File: src/design/qau_pkg.sv
// shared types, constants and helpers for the quaternion arithmetic unit
`timescale 1ns / 1ps
package qau_pkg;

  localparam int COMP_WIDTH = 32;
  localparam int FRAC_BITS  = 24;

  localparam int PROD_W     = 2 * COMP_WIDTH;
  localparam int SUM_W      = 2 * COMP_WIDTH + 2;
  localparam int ROOT_BITS  = COMP_WIDTH - 1;
  localparam int SQ_STEP    = 4;
  localparam int SQ_STAGES  = (ROOT_BITS + SQ_STEP - 1) / SQ_STEP;
  localparam int ROOT_W     = SQ_STAGES * SQ_STEP;
  localparam int ROOT_PAD   = ROOT_W - ROOT_BITS;
  localparam int RAD_W      = 2 * ROOT_W;
  localparam int REM_W      = ROOT_W + 3;
  localparam int IN_DATA_W  = ((8 * COMP_WIDTH + 7) / 8) * 8;
  localparam int OUT_DATA_W = ((4 * COMP_WIDTH + 7) / 8) * 8;

  typedef enum logic [1:0] {
    OP_ADD  = 2'd0,
    OP_MUL  = 2'd1,
    OP_CONJ = 2'd2,
    OP_NORM = 2'd3
  } op_e;

  typedef logic signed [COMP_WIDTH-1:0] comp_t;
  typedef logic [3:0][COMP_WIDTH-1:0] quat_t;
  typedef logic signed [SUM_W-1:0] wide_t;
  typedef logic signed [PROD_W-1:0] prod_t;

  localparam comp_t COMP_MAX = {1'b0, {(COMP_WIDTH-1){1'b1}}};
  localparam comp_t COMP_MIN = {1'b1, {(COMP_WIDTH-1){1'b0}}};

  typedef struct packed {
    comp_t val;
    logic  ov;
  } sat_t;

  typedef struct packed {
    logic  valid;
    op_e   op;
    quat_t q;
    logic  ov;
  } ctl_t;

  typedef struct packed {
    wide_t w;
    wide_t x;
    wide_t y;
    wide_t z;
  } wsum_t;

  typedef struct packed {
    logic              valid;
    op_e               op;
    quat_t             res;
    logic              ov;
    logic [RAD_W-1:0]  rad;
    logic [REM_W-1:0]  rem;
    logic [ROOT_W-1:0] root;
  } sq_t;

  function automatic sat_t sat_comp(input wide_t v);
    sat_t r;
    r.ov  = 1'b0;
    r.val = v[COMP_WIDTH-1:0];
    if (v[SUM_W-1:COMP_WIDTH-1] != {(SUM_W-COMP_WIDTH+1){v[COMP_WIDTH-1]}}) begin
      r.ov  = 1'b1;
      r.val = v[SUM_W-1] ? COMP_MIN : COMP_MAX;
    end
    return r;
  endfunction

endpackage

File: src/design/qau_sqrt_stage.sv
// one registered stage of the digit-by-digit square root
`timescale 1ns / 1ps
module qau_sqrt_stage (
  input  logic         clk_i,
  input  logic         rst_ni,
  input  logic         en_i,
  input  qau_pkg::sq_t sq_i,
  output qau_pkg::sq_t sq_o
);

  qau_pkg::sq_t             sq_d, sq_q;
  logic [qau_pkg::REM_W-1:0] rem_n;
  logic [qau_pkg::REM_W-1:0] trial;

  always_comb begin
    sq_d  = sq_i;
    rem_n = '0;
    trial = '0;
    for (int k = 0; k < qau_pkg::SQ_STEP; k++) begin
      rem_n    = {sq_d.rem[qau_pkg::REM_W-3:0], sq_d.rad[qau_pkg::RAD_W-1 -: 2]};
      trial    = {1'b0, sq_d.root, 2'b01};
      sq_d.rad = sq_d.rad << 2;
      if (rem_n >= trial) begin
        sq_d.rem  = rem_n - trial;
        sq_d.root = {sq_d.root[qau_pkg::ROOT_W-2:0], 1'b1};
      end else begin
        sq_d.rem  = rem_n;
        sq_d.root = {sq_d.root[qau_pkg::ROOT_W-2:0], 1'b0};
      end
    end
  end

  always_ff @(posedge clk_i or negedge rst_ni) begin
    if (!rst_ni) begin
      sq_q.valid <= 1'b0;
    end else if (en_i) begin
      sq_q <= sq_d;
    end
  end

  assign sq_o = sq_q;

endmodule

File: config.mk
export PLATFORM = sky130hd
export DESIGN_NAME = qau_sqrt_stage
export DESIGN_NICKNAME = d
export VERILOG_FILES = /design/src/design/qau_pkg.sv /design/src/design/qau_sqrt_stage.sv
export SDC_FILE = /design/constraint.sdc
export NUM_CORES = 1
export LEC_CHECK = 0
export BUFFER_PORTS_ARGS = -buffer_cell sky130_fd_sc_hd__buf_2
export CAP_MARGIN = 20
export CORE_AREA = 2 2 205 207
export DETAILED_ROUTE_END_ITERATION = 16
export DIE_AREA = 0 0 207 209
export PLACE_DENSITY = 0.73
export SYNTH_ARGS = -nofsm -noshare
export SYNTH_HDL_FRONTEND = slang
export SYNTH_SLANG_ARGS = --single-unit
File: constraint.sdc
create_clock -name clk_i -period 1.96 [get_ports clk_i]
set_input_delay 0.196 -clock clk_i [delete_from_list [all_inputs] [get_ports clk_i]]
set_output_delay 0.196 -clock clk_i [all_outputs]
set_load 0.01 [all_outputs]
==> impl_metrics.toml <==
[status]
status = "finished, violations left"
violations = "negative setup slack"

[cells_and_area]
fin_area_sq_um = 30100
final_cells = 3609
areaGrowthSynthToFinish_pct = 76.7
fin_nets = 3447
largest_register_ffs = 255
drive_above_1_share_pct = 49.7

[clocking]
clock_path_buffers = 3
cts.reportedPaths.clkPinSlew_ns = 0.07
cts_buffers = 29
cts_tree = "yes"
htreeDepth = 1
clkLatencyLatePin_ns = 0.55
root_buffer = "clkbuf_16"
clock-sinks = 255

[floorplanning]
ioPinCount = 529
dieArea_sq_um = 43300
coreArea_sq_um = 41300
die_height_um = 209
initial_core_util_pct = 41.2
die_w_um = 207
fp-row-count = 75

[synthesis]
synthFlopType = "edfxtp_1"
synth_edf_count = 254
ys_seq_area_share_pct = 45.0
ys_top_cells_by_area = "edfxtp_1 (45%), ha_1 (10%), a21oi_1 (4.7%)"
synth_cells = 1639
avgSynthCellArea_sq_um = 10.4
yosys.area.top_type = "edfxtp_1"
ys_seq_elements = 255
syn_area_sq_um = 17000
synth_cell_types = 81
synthArstFlopShare_pct = 0.392
yosys_warnings = 0
synth_top_area_share_pct = 44.8

[worst_setup_path]
end_kind = "register"
cp.required_ns = 2.29
cp_max_fo = 7
critPathLaunchType = "primary input"
criticalPathCategory = "in2reg"
crit_path_max_incr_delay_ns = 0.40
critPathArrivalTime_ns = 9.99
crit_slowest_cell = "a221o_1"

[detailed_routing]
routedWlPerCell_um = 24.4
routed_wl_um = 88100
drt-pass1-iter-count = 6
drt_iter0_drc = 1905
ant_nets = 0
vias = 20235
drc_errors = 0
drt-vias-per-instance = 5.61

[placed_design]
gp_congestion = 1.02
dpl.cell_count = 3237
dpl.hpwl_um = 66800
io_buffers = 518
dpl-instance-area_sq_um = 25000

[global_route]
grt_max_degree = 77
grt_pass1_wl_um = 127000
antenna_found_initial = 11
grt_pass1_vias = 19962
grt_overflow = 0
grt_usage_pct = 38.8

[sta]
finalMaxSlewViolations = 0
worst_pin_slew_ns = 0.669
hold_viol_final = 0
post-route-min-period_ns = 9.65
rsz0062_at_grt = "true"
setup_viol = 38
relSlewSlack_pct = 54.2
finClkSkew_ns = 0
post-route-period-util_pct = 493
fmax_mhz = 104
finalWorstSetupSlack_ns = -7.69

[power_and_ir_drop]
p_seq_share_pct = 14.4
ir_drop_v = 0.00120
p_int_mw = 32.3
p_per_area_nw_per_um2 = 1820
switchingPower_mw = 22.5
switching_share_pct = 41.1
combPwrFrac_pct = 75.8
power.total_mw = 54.8
p_leak_nw = 13.8
p_clk_share_pct = 9.8

[hold_path]
hold_class = "in2reg"

[flow_run]
max_cap_violations = 0
[final cells by class]
cell class	count	area, sq um
Antenna cell	3	7.51
Clock buffer	33	741
Clock inverter	20	174
Fill cell	2980	11200
Inverter	91	408
Multi-Input combinational cell	1242	10100
Sequential cell	255	7650
Tap cell	539	674
Timing Repair Buffer	1424	10300
Timing Repair inverter	2	15.0
[layout by cell type (no fill, tap or decap), types with 20 or more instances in the layout]
master,n
xor2_1,35
mux2_2,20
a21o_1,73
ha_1,92
nand2_1,130
xnor2_1,74
nand2b_1,20
a21oi_2,36
clkbuf_16,29
a21oi_1,121
edfxtp_1,254
buf_6,24
buf_4,647
o21bai_1,21
nand3_1,26
o21ai_1,33
ha_4,37
buf_2,512
inv_1,72
o21ai_0,53
nand4_1,25
mux2_4,30
dlygate4sd3_1,217
nor2_1,87
[metrics by stage]
| step | hold WS [ns] | utilization [%] | worst slack, ns | TNS, ns |
|---|---|---|---|---|
| 6_report | 0.0222 | 72.8 | -7.69 | -280.86 |
| 5_1_grt | 0.00921 | 72.8 | -8.14 | -296.83 |
| 4_1_cts | 0.0168 | 71.8 | -7.36 | -269.13 |
| 3_5_place_dp | -0.0206 | 60.5 | -8.57 | -316.32 |
| 3_3_place_gp | -0.0215 | 60.5 | -8.35 | -307.73 |
| 2_1_floorplan | -0.0996 | - | -7.97 | -406.65 |
[cell families (layout without fill, tap and decap cells)]
group	after synthesis	in the layout	synth area share, %
other cells	1	11	0.0220
compound gates	498	498	18.9
flops	255	255	45.0
buf+inv	149	1570	3.77
fa+ha+maj	136	136	10.0
mux	57	57	4.19
simple gates	431	431	12.4
xor+xnor	112	112	5.77
[per-layer routing]
layer	global-route usage (%)	vias up	share of wire, %
li1	-	8968	-
met3	7.20	280	10
met2	63.8	1222	46
met1	50.8	9757	39
met5	0	-	0.056
met4	15.3	8	5.1
[power by group through the flow]
stage          Sequential (mW)  Clock [mW]  Combinational, mW
2_1_floorplan             8.23           0               19.0
3_3_place_gp              7.97           0               33.2
3_5_place_dp              7.94           0               33.7
4_1_cts                   7.87        5.36               38.8
5_1_grt                   7.93        5.60               43.8
6_report                  7.90        5.37               41.6
[worst paths after layout]
kind	startpoint	endpoint	depth (start not counted)	slack, ns
setup / recovery	sq_i[15]	sq_o[64]$_DFFE_PP_	57	-7.69
hold / removal	sq_i[13]	sq_o[17]$_DFFE_PP_	2	0.02
setup reg to reg	sq_o[262]$_DFFE_PN0P_	sq_o[262]$_DFFE_PN0P_	2	0.64
hold reg to reg	sq_o[262]$_DFFE_PN0P_	sq_o[262]$_DFFE_PN0P_	2	1.08
max in group asynchronous	rst_ni	sq_o[262]$_DFFE_PN0P_	3	1.37
min in group asynchronous	rst_ni	sq_o[262]$_DFFE_PN0P_	3	0.49
[synthesized netlist by cell type (5+ instances only)]
cell / instances
edfxtp_1: 254
a21oi_1: 160
ha_1: 136
nand2_1: 134
nor2_1: 101
o21ai_0: 96
inv_1: 88
xnor2_1: 77
a21o_1: 73
clkbuf_1: 41
xor2_1: 35
nand3_1: 30
mux2_2: 25
nand4_1: 25
nor3_1: 25
and3_1: 22
nand2b_1: 22
o21bai_1: 22
mux2_4: 21
a31oi_1: 19
nor2b_1: 16
o21a_1: 14
a211o_1: 10
a211oi_1: 10
o211ai_1: 10
and2_1: 9
a21boi_0: 8
and4_1: 8
buf_4: 8
a311oi_1: 7
mux2i_1: 7
nor3b_1: 7
nor4_1: 7
o31ai_1: 7
nor4b_1: 5
o2111ai_1: 5
o21ai_1: 5
or2_2: 5
or3_1: 5
[repair_timing]
| item | 4_1_cts | 5_1_grt |
|---|---|---|
| endpoints found under the setup margin | 39 | 38 |
| setup buffers | 83 | 20 |
| gates cloned | 4 | 0 |
| resized for setup | 188 | 86 |
| pin swaps | 77 | 39 |
| hold buffers | 217 | 0 |
| endpoints found under the hold margin | 215 | 0 |
[critical path, delay by kind of cell]
kind	cells	cell delay, ns
buf+inv	9	1.06
mux	1	0.28
compound gates	23	4.32
xor+xnor	1	0.12
simple gates	19	2.87
fa+ha+maj	4	1.08
Note: power is estimated with default switching activity, not from simulation.
