<file path="src/design/qau_pkg.sv">
// shared types, constants and helpers for the quaternion arithmetic unit
`timescale 1ns / 1ps
package qau_pkg;

  localparam int COMP_WIDTH = 32;
  localparam int FRAC_BITS  = 24;

  localparam int PROD_W     = 2 * COMP_WIDTH;
  localparam int SUM_W      = 2 * COMP_WIDTH + 2;
  localparam int ROOT_BITS  = COMP_WIDTH - 1;
  localparam int SQ_STEP    = 4;
  localparam int SQ_STAGES  = (ROOT_BITS + SQ_STEP - 1) / SQ_STEP;
  localparam int ROOT_W     = SQ_STAGES * SQ_STEP;
  localparam int ROOT_PAD   = ROOT_W - ROOT_BITS;
  localparam int RAD_W      = 2 * ROOT_W;
  localparam int REM_W      = ROOT_W + 3;
  localparam int IN_DATA_W  = ((8 * COMP_WIDTH + 7) / 8) * 8;
  localparam int OUT_DATA_W = ((4 * COMP_WIDTH + 7) / 8) * 8;

  typedef enum logic [1:0] {
    OP_ADD  = 2'd0,
    OP_MUL  = 2'd1,
    OP_CONJ = 2'd2,
    OP_NORM = 2'd3
  } op_e;

  typedef logic signed [COMP_WIDTH-1:0] comp_t;
  typedef logic [3:0][COMP_WIDTH-1:0] quat_t;
  typedef logic signed [SUM_W-1:0] wide_t;
  typedef logic signed [PROD_W-1:0] prod_t;

  localparam comp_t COMP_MAX = {1'b0, {(COMP_WIDTH-1){1'b1}}};
  localparam comp_t COMP_MIN = {1'b1, {(COMP_WIDTH-1){1'b0}}};

  typedef struct packed {
    comp_t val;
    logic  ov;
  } sat_t;

  typedef struct packed {
    logic  valid;
    op_e   op;
    quat_t q;
    logic  ov;
  } ctl_t;

  typedef struct packed {
    wide_t w;
    wide_t x;
    wide_t y;
    wide_t z;
  } wsum_t;

  typedef struct packed {
    logic              valid;
    op_e               op;
    quat_t             res;
    logic              ov;
    logic [RAD_W-1:0]  rad;
    logic [REM_W-1:0]  rem;
    logic [ROOT_W-1:0] root;
  } sq_t;

  function automatic sat_t sat_comp(input wide_t v);
    sat_t r;
    r.ov  = 1'b0;
    r.val = v[COMP_WIDTH-1:0];
    if (v[SUM_W-1:COMP_WIDTH-1] != {(SUM_W-COMP_WIDTH+1){v[COMP_WIDTH-1]}}) begin
      r.ov  = 1'b1;
      r.val = v[SUM_W-1] ? COMP_MIN : COMP_MAX;
    end
    return r;
  endfunction

endpackage

</file>
<file path="src/design/qau_round.sv">
// rounding and saturation of product sums, norm radicand setup
`timescale 1ns / 1ps
module qau_round (
  input  logic           clk_i,
  input  logic           rst_ni,
  input  logic           en_i,
  input  qau_pkg::ctl_t  ctl_i,
  input  qau_pkg::wsum_t sum_i,
  output qau_pkg::sq_t   sq_o
);

  localparam qau_pkg::wide_t RND_HALF = qau_pkg::wide_t'(1) << (qau_pkg::FRAC_BITS - 1);

  qau_pkg::wide_t rnd [4];
  qau_pkg::sat_t  s [4];
  qau_pkg::sq_t   sq_d, sq_q;
  logic           big;

  always_comb begin
    rnd[0] = (sum_i.w + RND_HALF) >>> qau_pkg::FRAC_BITS;
    rnd[1] = (sum_i.x + RND_HALF) >>> qau_pkg::FRAC_BITS;
    rnd[2] = (sum_i.y + RND_HALF) >>> qau_pkg::FRAC_BITS;
    rnd[3] = (sum_i.z + RND_HALF) >>> qau_pkg::FRAC_BITS;
    for (int i = 0; i < 4; i++) begin
      s[i] = qau_pkg::sat_comp(rnd[i]);
    end
  end

  assign big = |sum_i.w[qau_pkg::SUM_W-1:2*qau_pkg::ROOT_BITS];

  always_comb begin
    sq_d.valid = ctl_i.valid;
    sq_d.op    = ctl_i.op;
    sq_d.rem   = '0;
    sq_d.root  = '0;
    sq_d.rad   = {sum_i.w[2*qau_pkg::ROOT_BITS-1:0], {(2*qau_pkg::ROOT_PAD){1'b0}}};
    sq_d.res   = ctl_i.q;
    sq_d.ov    = ctl_i.ov;
    unique case (ctl_i.op)
      qau_pkg::OP_MUL: begin
        for (int i = 0; i < 4; i++) begin
          sq_d.res[i] = s[i].val;
        end
        sq_d.ov = s[0].ov | s[1].ov | s[2].ov | s[3].ov;
      end
      qau_pkg::OP_NORM: begin
        sq_d.res    = '0;
        sq_d.res[0] = big ? qau_pkg::COMP_MAX : '0;
        sq_d.ov     = big;
      end
      default: begin
      end
    endcase
  end

  always_ff @(posedge clk_i or negedge rst_ni) begin
    if (!rst_ni) begin
      sq_q.valid <= 1'b0;
    end else if (en_i) begin
      sq_q <= sq_d;
    end
  end

  assign sq_o = sq_q;

endmodule

</file>
<file path="config.mk">
export PLATFORM = sky130hd
export DESIGN_NAME = qau_round
export DESIGN_NICKNAME = d
export VERILOG_FILES = /design/src/design/qau_pkg.sv /design/src/design/qau_round.sv
export SDC_FILE = /design/constraint.sdc
export NUM_CORES = 1
export LEC_CHECK = 0
export BUFFER_PORTS_ARGS = -buffer_cell sky130_fd_sc_hd__buf_2
export CORE_AREA = 2 2 259 261
export DETAILED_ROUTE_END_ITERATION = 10
export DIE_AREA = 0 0 261 263
export HOLD_SLACK_MARGIN = 0.06
export PLACE_DENSITY = 0.53
export RECOVER_POWER = 25
export SETUP_SLACK_MARGIN = 0.3
export SLEW_MARGIN = 20
export SYNTH_ARGS = -nofsm -noshare
export SYNTH_HDL_FRONTEND = slang
export SYNTH_SLANG_ARGS = --single-unit
</file>
<file path="constraint.sdc">
create_clock -name clk_i -period 0.95 [get_ports clk_i]
set_clock_uncertainty 0.2 [all_clocks]
set_input_delay 0.0475 -clock clk_i [delete_from_list [all_inputs] [get_ports clk_i]]
set_output_delay 0.0475 -clock clk_i [all_outputs]
set_load 0.02 [all_outputs]
</file>
==> flow_summary_export.csv <==
group,metric,value,unit
timing,setup_ws,-1720,ps
synthesis,ys_warn_count,0,
worst_setup_path,rr_startpoint,"sq_o[262]",
route,dr.pass1.iters,7,
clocking,tritoncts,"done",
worst_setup_path,start_kind,"input pin",
synthesis,synth-seq-cells,194,
clocking,cts.root.buffer_cell,"clkbuf_16",
min_path,hp-start,"ctl_i[131]",
route,first_iter_violations,899,
synthesis,synth_top_area_share,45.5,%
timing,hold_viol,168,
synthesis,synth_area_per_cell,10.0,um2
cells_and_area,layout_common_cells,"buf_4 (343), buf_2 (319), buf_6 (246), edfxtp_1 (193), inv_1 (141)",
route,drt-total-wl,60700,um
timing,period_minus_slack,2670,ps
grt,overflow,0,
place,dp_cells,2968,
job,drv_cap,0,
synthesis,syn_area,0.0127,mm2
status,violations,"hold timing, setup timing",
clocking,clk-insertion-delay-late,490,ps
pwr,ir_worst_vdd,1.31,mV
worst_setup_path,cp.required,990,ps
worst_setup_path,worst_ep_arrival_time,2710,ps
cells_and_area,layout.nets,2661,
cells_and_area,fillers,6590,
cells_and_area,largest_register_ffs,194,
grt,grt_pass1_wl,84300,um
timing,setup_violations,517,
status,status,"finished, violations left",
route,num_vias,13734,
clocking,htree_levels,4,
route,antenna_left,0,
pwr,power.total,25.1,mW
timing,rsz0062_at_grt,"yes",
floorplanning,core-area,0.0656,mm2
grt,grt_pass1_vias,14005,
grt,grt_start_max_net_pins,93,
clocking,numCtsBuffers,17,
synthesis,synth_enable_flop_cells,193,
min_path,worst_hold_path_type,"input pin to flop",
synthesis,syn_inst,1267,
floorplanning,die_y,263,um
grt,grt_usage,16.3,%
cells_and_area,final_common_cell,"buf_4",
timing,slew_headroom,63.9,%
timing,worst-slew-pin-transition,538,ps
timing,period_share,281,%
place,dp.final_hpwl,44700,um
place,gp_congestion,0.910,
floorplanning,start_util,19.4,%
synthesis,synth_area_leaders,"edfxtp_1 (46%), xor2_1 (5.0%), xnor2_1 (4.5%), inv_1 (4.2%), buf_4 (4.1%)",
route,viasPerCell,4.38,
cells_and_area,regArea,0.00582,mm2
worst_setup_path,startpoint,"sum_i[222]",
floorplanning,fp-row-count,94,
grt,antenna_found_initial,8,
timing,slew_viol_final,0,
pwr,power.density,1060,mW/mm2
worst_setup_path,cp_max_fo,6,
cells_and_area,drive_gt1_share,54.2,%
route,post_drt_wl_per_cell,19.4,um
synthesis,yosysTopAreaCell,"edfxtp_1",
cells_and_area,syn2layout_area_growth,86.6,%
synthesis,ys_types,66,
timing,hold_ws,-411,ps
place,port-buffer-count,523,
floorplanning,io-pin-count,662,
synthesis,synth_ff_type,"edfxtp_1",
pwr,total_leakage_power,10.3,nW
worst_setup_path,critPathKind,"input pin to flop",
timing,fmax,374,MHz
cells_and_area,multi_input_area,0.00678,mm2
floorplanning,die_area,0.0686,mm2
floorplanning,die_w,261,um
worst_setup_path,end_kind,"flop",
clocking,clkSinkCount,194,
synthesis,async_flop_share,0.515,%
clocking,clock_path_buffers,2,
route,drcViolationCount,0,
synthesis,ys_seq_area_share,45.7,%
cells_and_area,fin_cells,3138,
cells_and_area,postLayoutCoreUtil,36.2,%
clocking,clkTransAtPathRegs,90,ps
path summary, 6_finish.rpt:
kind                       slack (ps)   endpoint  cells after the start
max                             -1720  sq_o[132]                     12
min                              -410  sq_o[262]                      2
max reg2reg                      -140  sq_o[262]                      2
min reg2reg                       430  sq_o[262]                      2
max in group asynchronous         710  sq_o[262]                      3
min in group asynchronous        -250  sq_o[262]                      3
cell families (layout without fill, tap and decap cells):
family | Yosys count | count (layout) | synth area share (%)
and+or+nand+nor | 410 | 410 | 18.7
buffers and inverters | 269 | 1201 | 10.5
AOI/OAI and AO/OA | 241 | 245 | 14.4
DFF | 194 | 194 | 45.7
xor gates and xnor gates | 138 | 138 | 9.50
muxes | 10 | 10 | 0.816
adders and majority gates | 4 | 4 | 0.393
other | 1 | 72 | 0.0295
power by group:
group / leakage, nW / internal, mW / switching (mW)
clock: 0.284 / 3.49 / 4.03
sequential: 1.78 / 10.2 / 0.317
combinational: 8.23 / 3.50 / 3.60
worst max-delay path, stage by stage:
cell and delay (ps):
buf_8 80, ha_4 140, nand3_4 60, or4_4 590, or4_4 550, a22oi_2 200, nor4b_4 210, buf_4 180
o22ai_4 130, buf_6 190, nor3_4 200, o221ai_2 110
cell usage after synthesis (5+ instances only):
cell type / n
o221ai_2: 29
nor2_1: 78
and2_1: 14
inv_1: 141
o21ai_1: 36
or2_2: 6
edfxtp_1: 193
o21ai_0: 36
mux2i_1: 7
or4_1: 11
o22ai_1: 38
nor4_1: 17
nor3_2: 31
o31ai_1: 5
xnor2_1: 65
and3_1: 18
buf_4: 70
xor2_1: 73
buf_6: 8
o21a_1: 5
clkbuf_1: 47
nand4_1: 59
nand3_1: 52
nor3_1: 22
nand2_1: 57
a21o_1: 60
and4_1: 16
cell type report:
type	count	area share, %
clock inverter	15	0.627
antenna	3	0.0316
clock buffer	17	1.79
sequential	194	24.5
timing repair buffer	1028	37.7
inverter	141	2.23
multi-input combinational	876	28.6
tap	864	4.55
metrics by stage:
step	hold WS [ps]	cell area, um2	setup TNS, ps	worst slack [ps]
after detailed placement	-267	19200	-311460	-2300
after global placement	-274	19200	-309270	-2280
after floorplan	-448	13200	-411840	-1890
after CTS	-461	22100	-295580	-1690
after global routing	-443	23700	-328230	-1770
final	-411	23700	-306490	-1720
per-layer routing:
layer / GRT usage, % / share of wire (%) / vias up
met3: 3.82 / 7.0 / 99
li1: - / - / 6470
met4: 6.51 / 3.4 / 10
met1: 18.7 / 39 / 6525
met2: 29.0 / 50 / 630
met5: 0 / 0.087 / -
what timing repair did:
item | in CTS | in global routing
resized for setup | 371 | 243
buffers inserted | 44 | 28
endpoints found under the setup margin | 482 | 521
endpoints found under the hold margin | 222 | 181
pin swaps | 75 | 38
cloned | 12 | 23
hold buffers | 28 | 1
No activity file was read; power rests on OpenSTA's default activity.
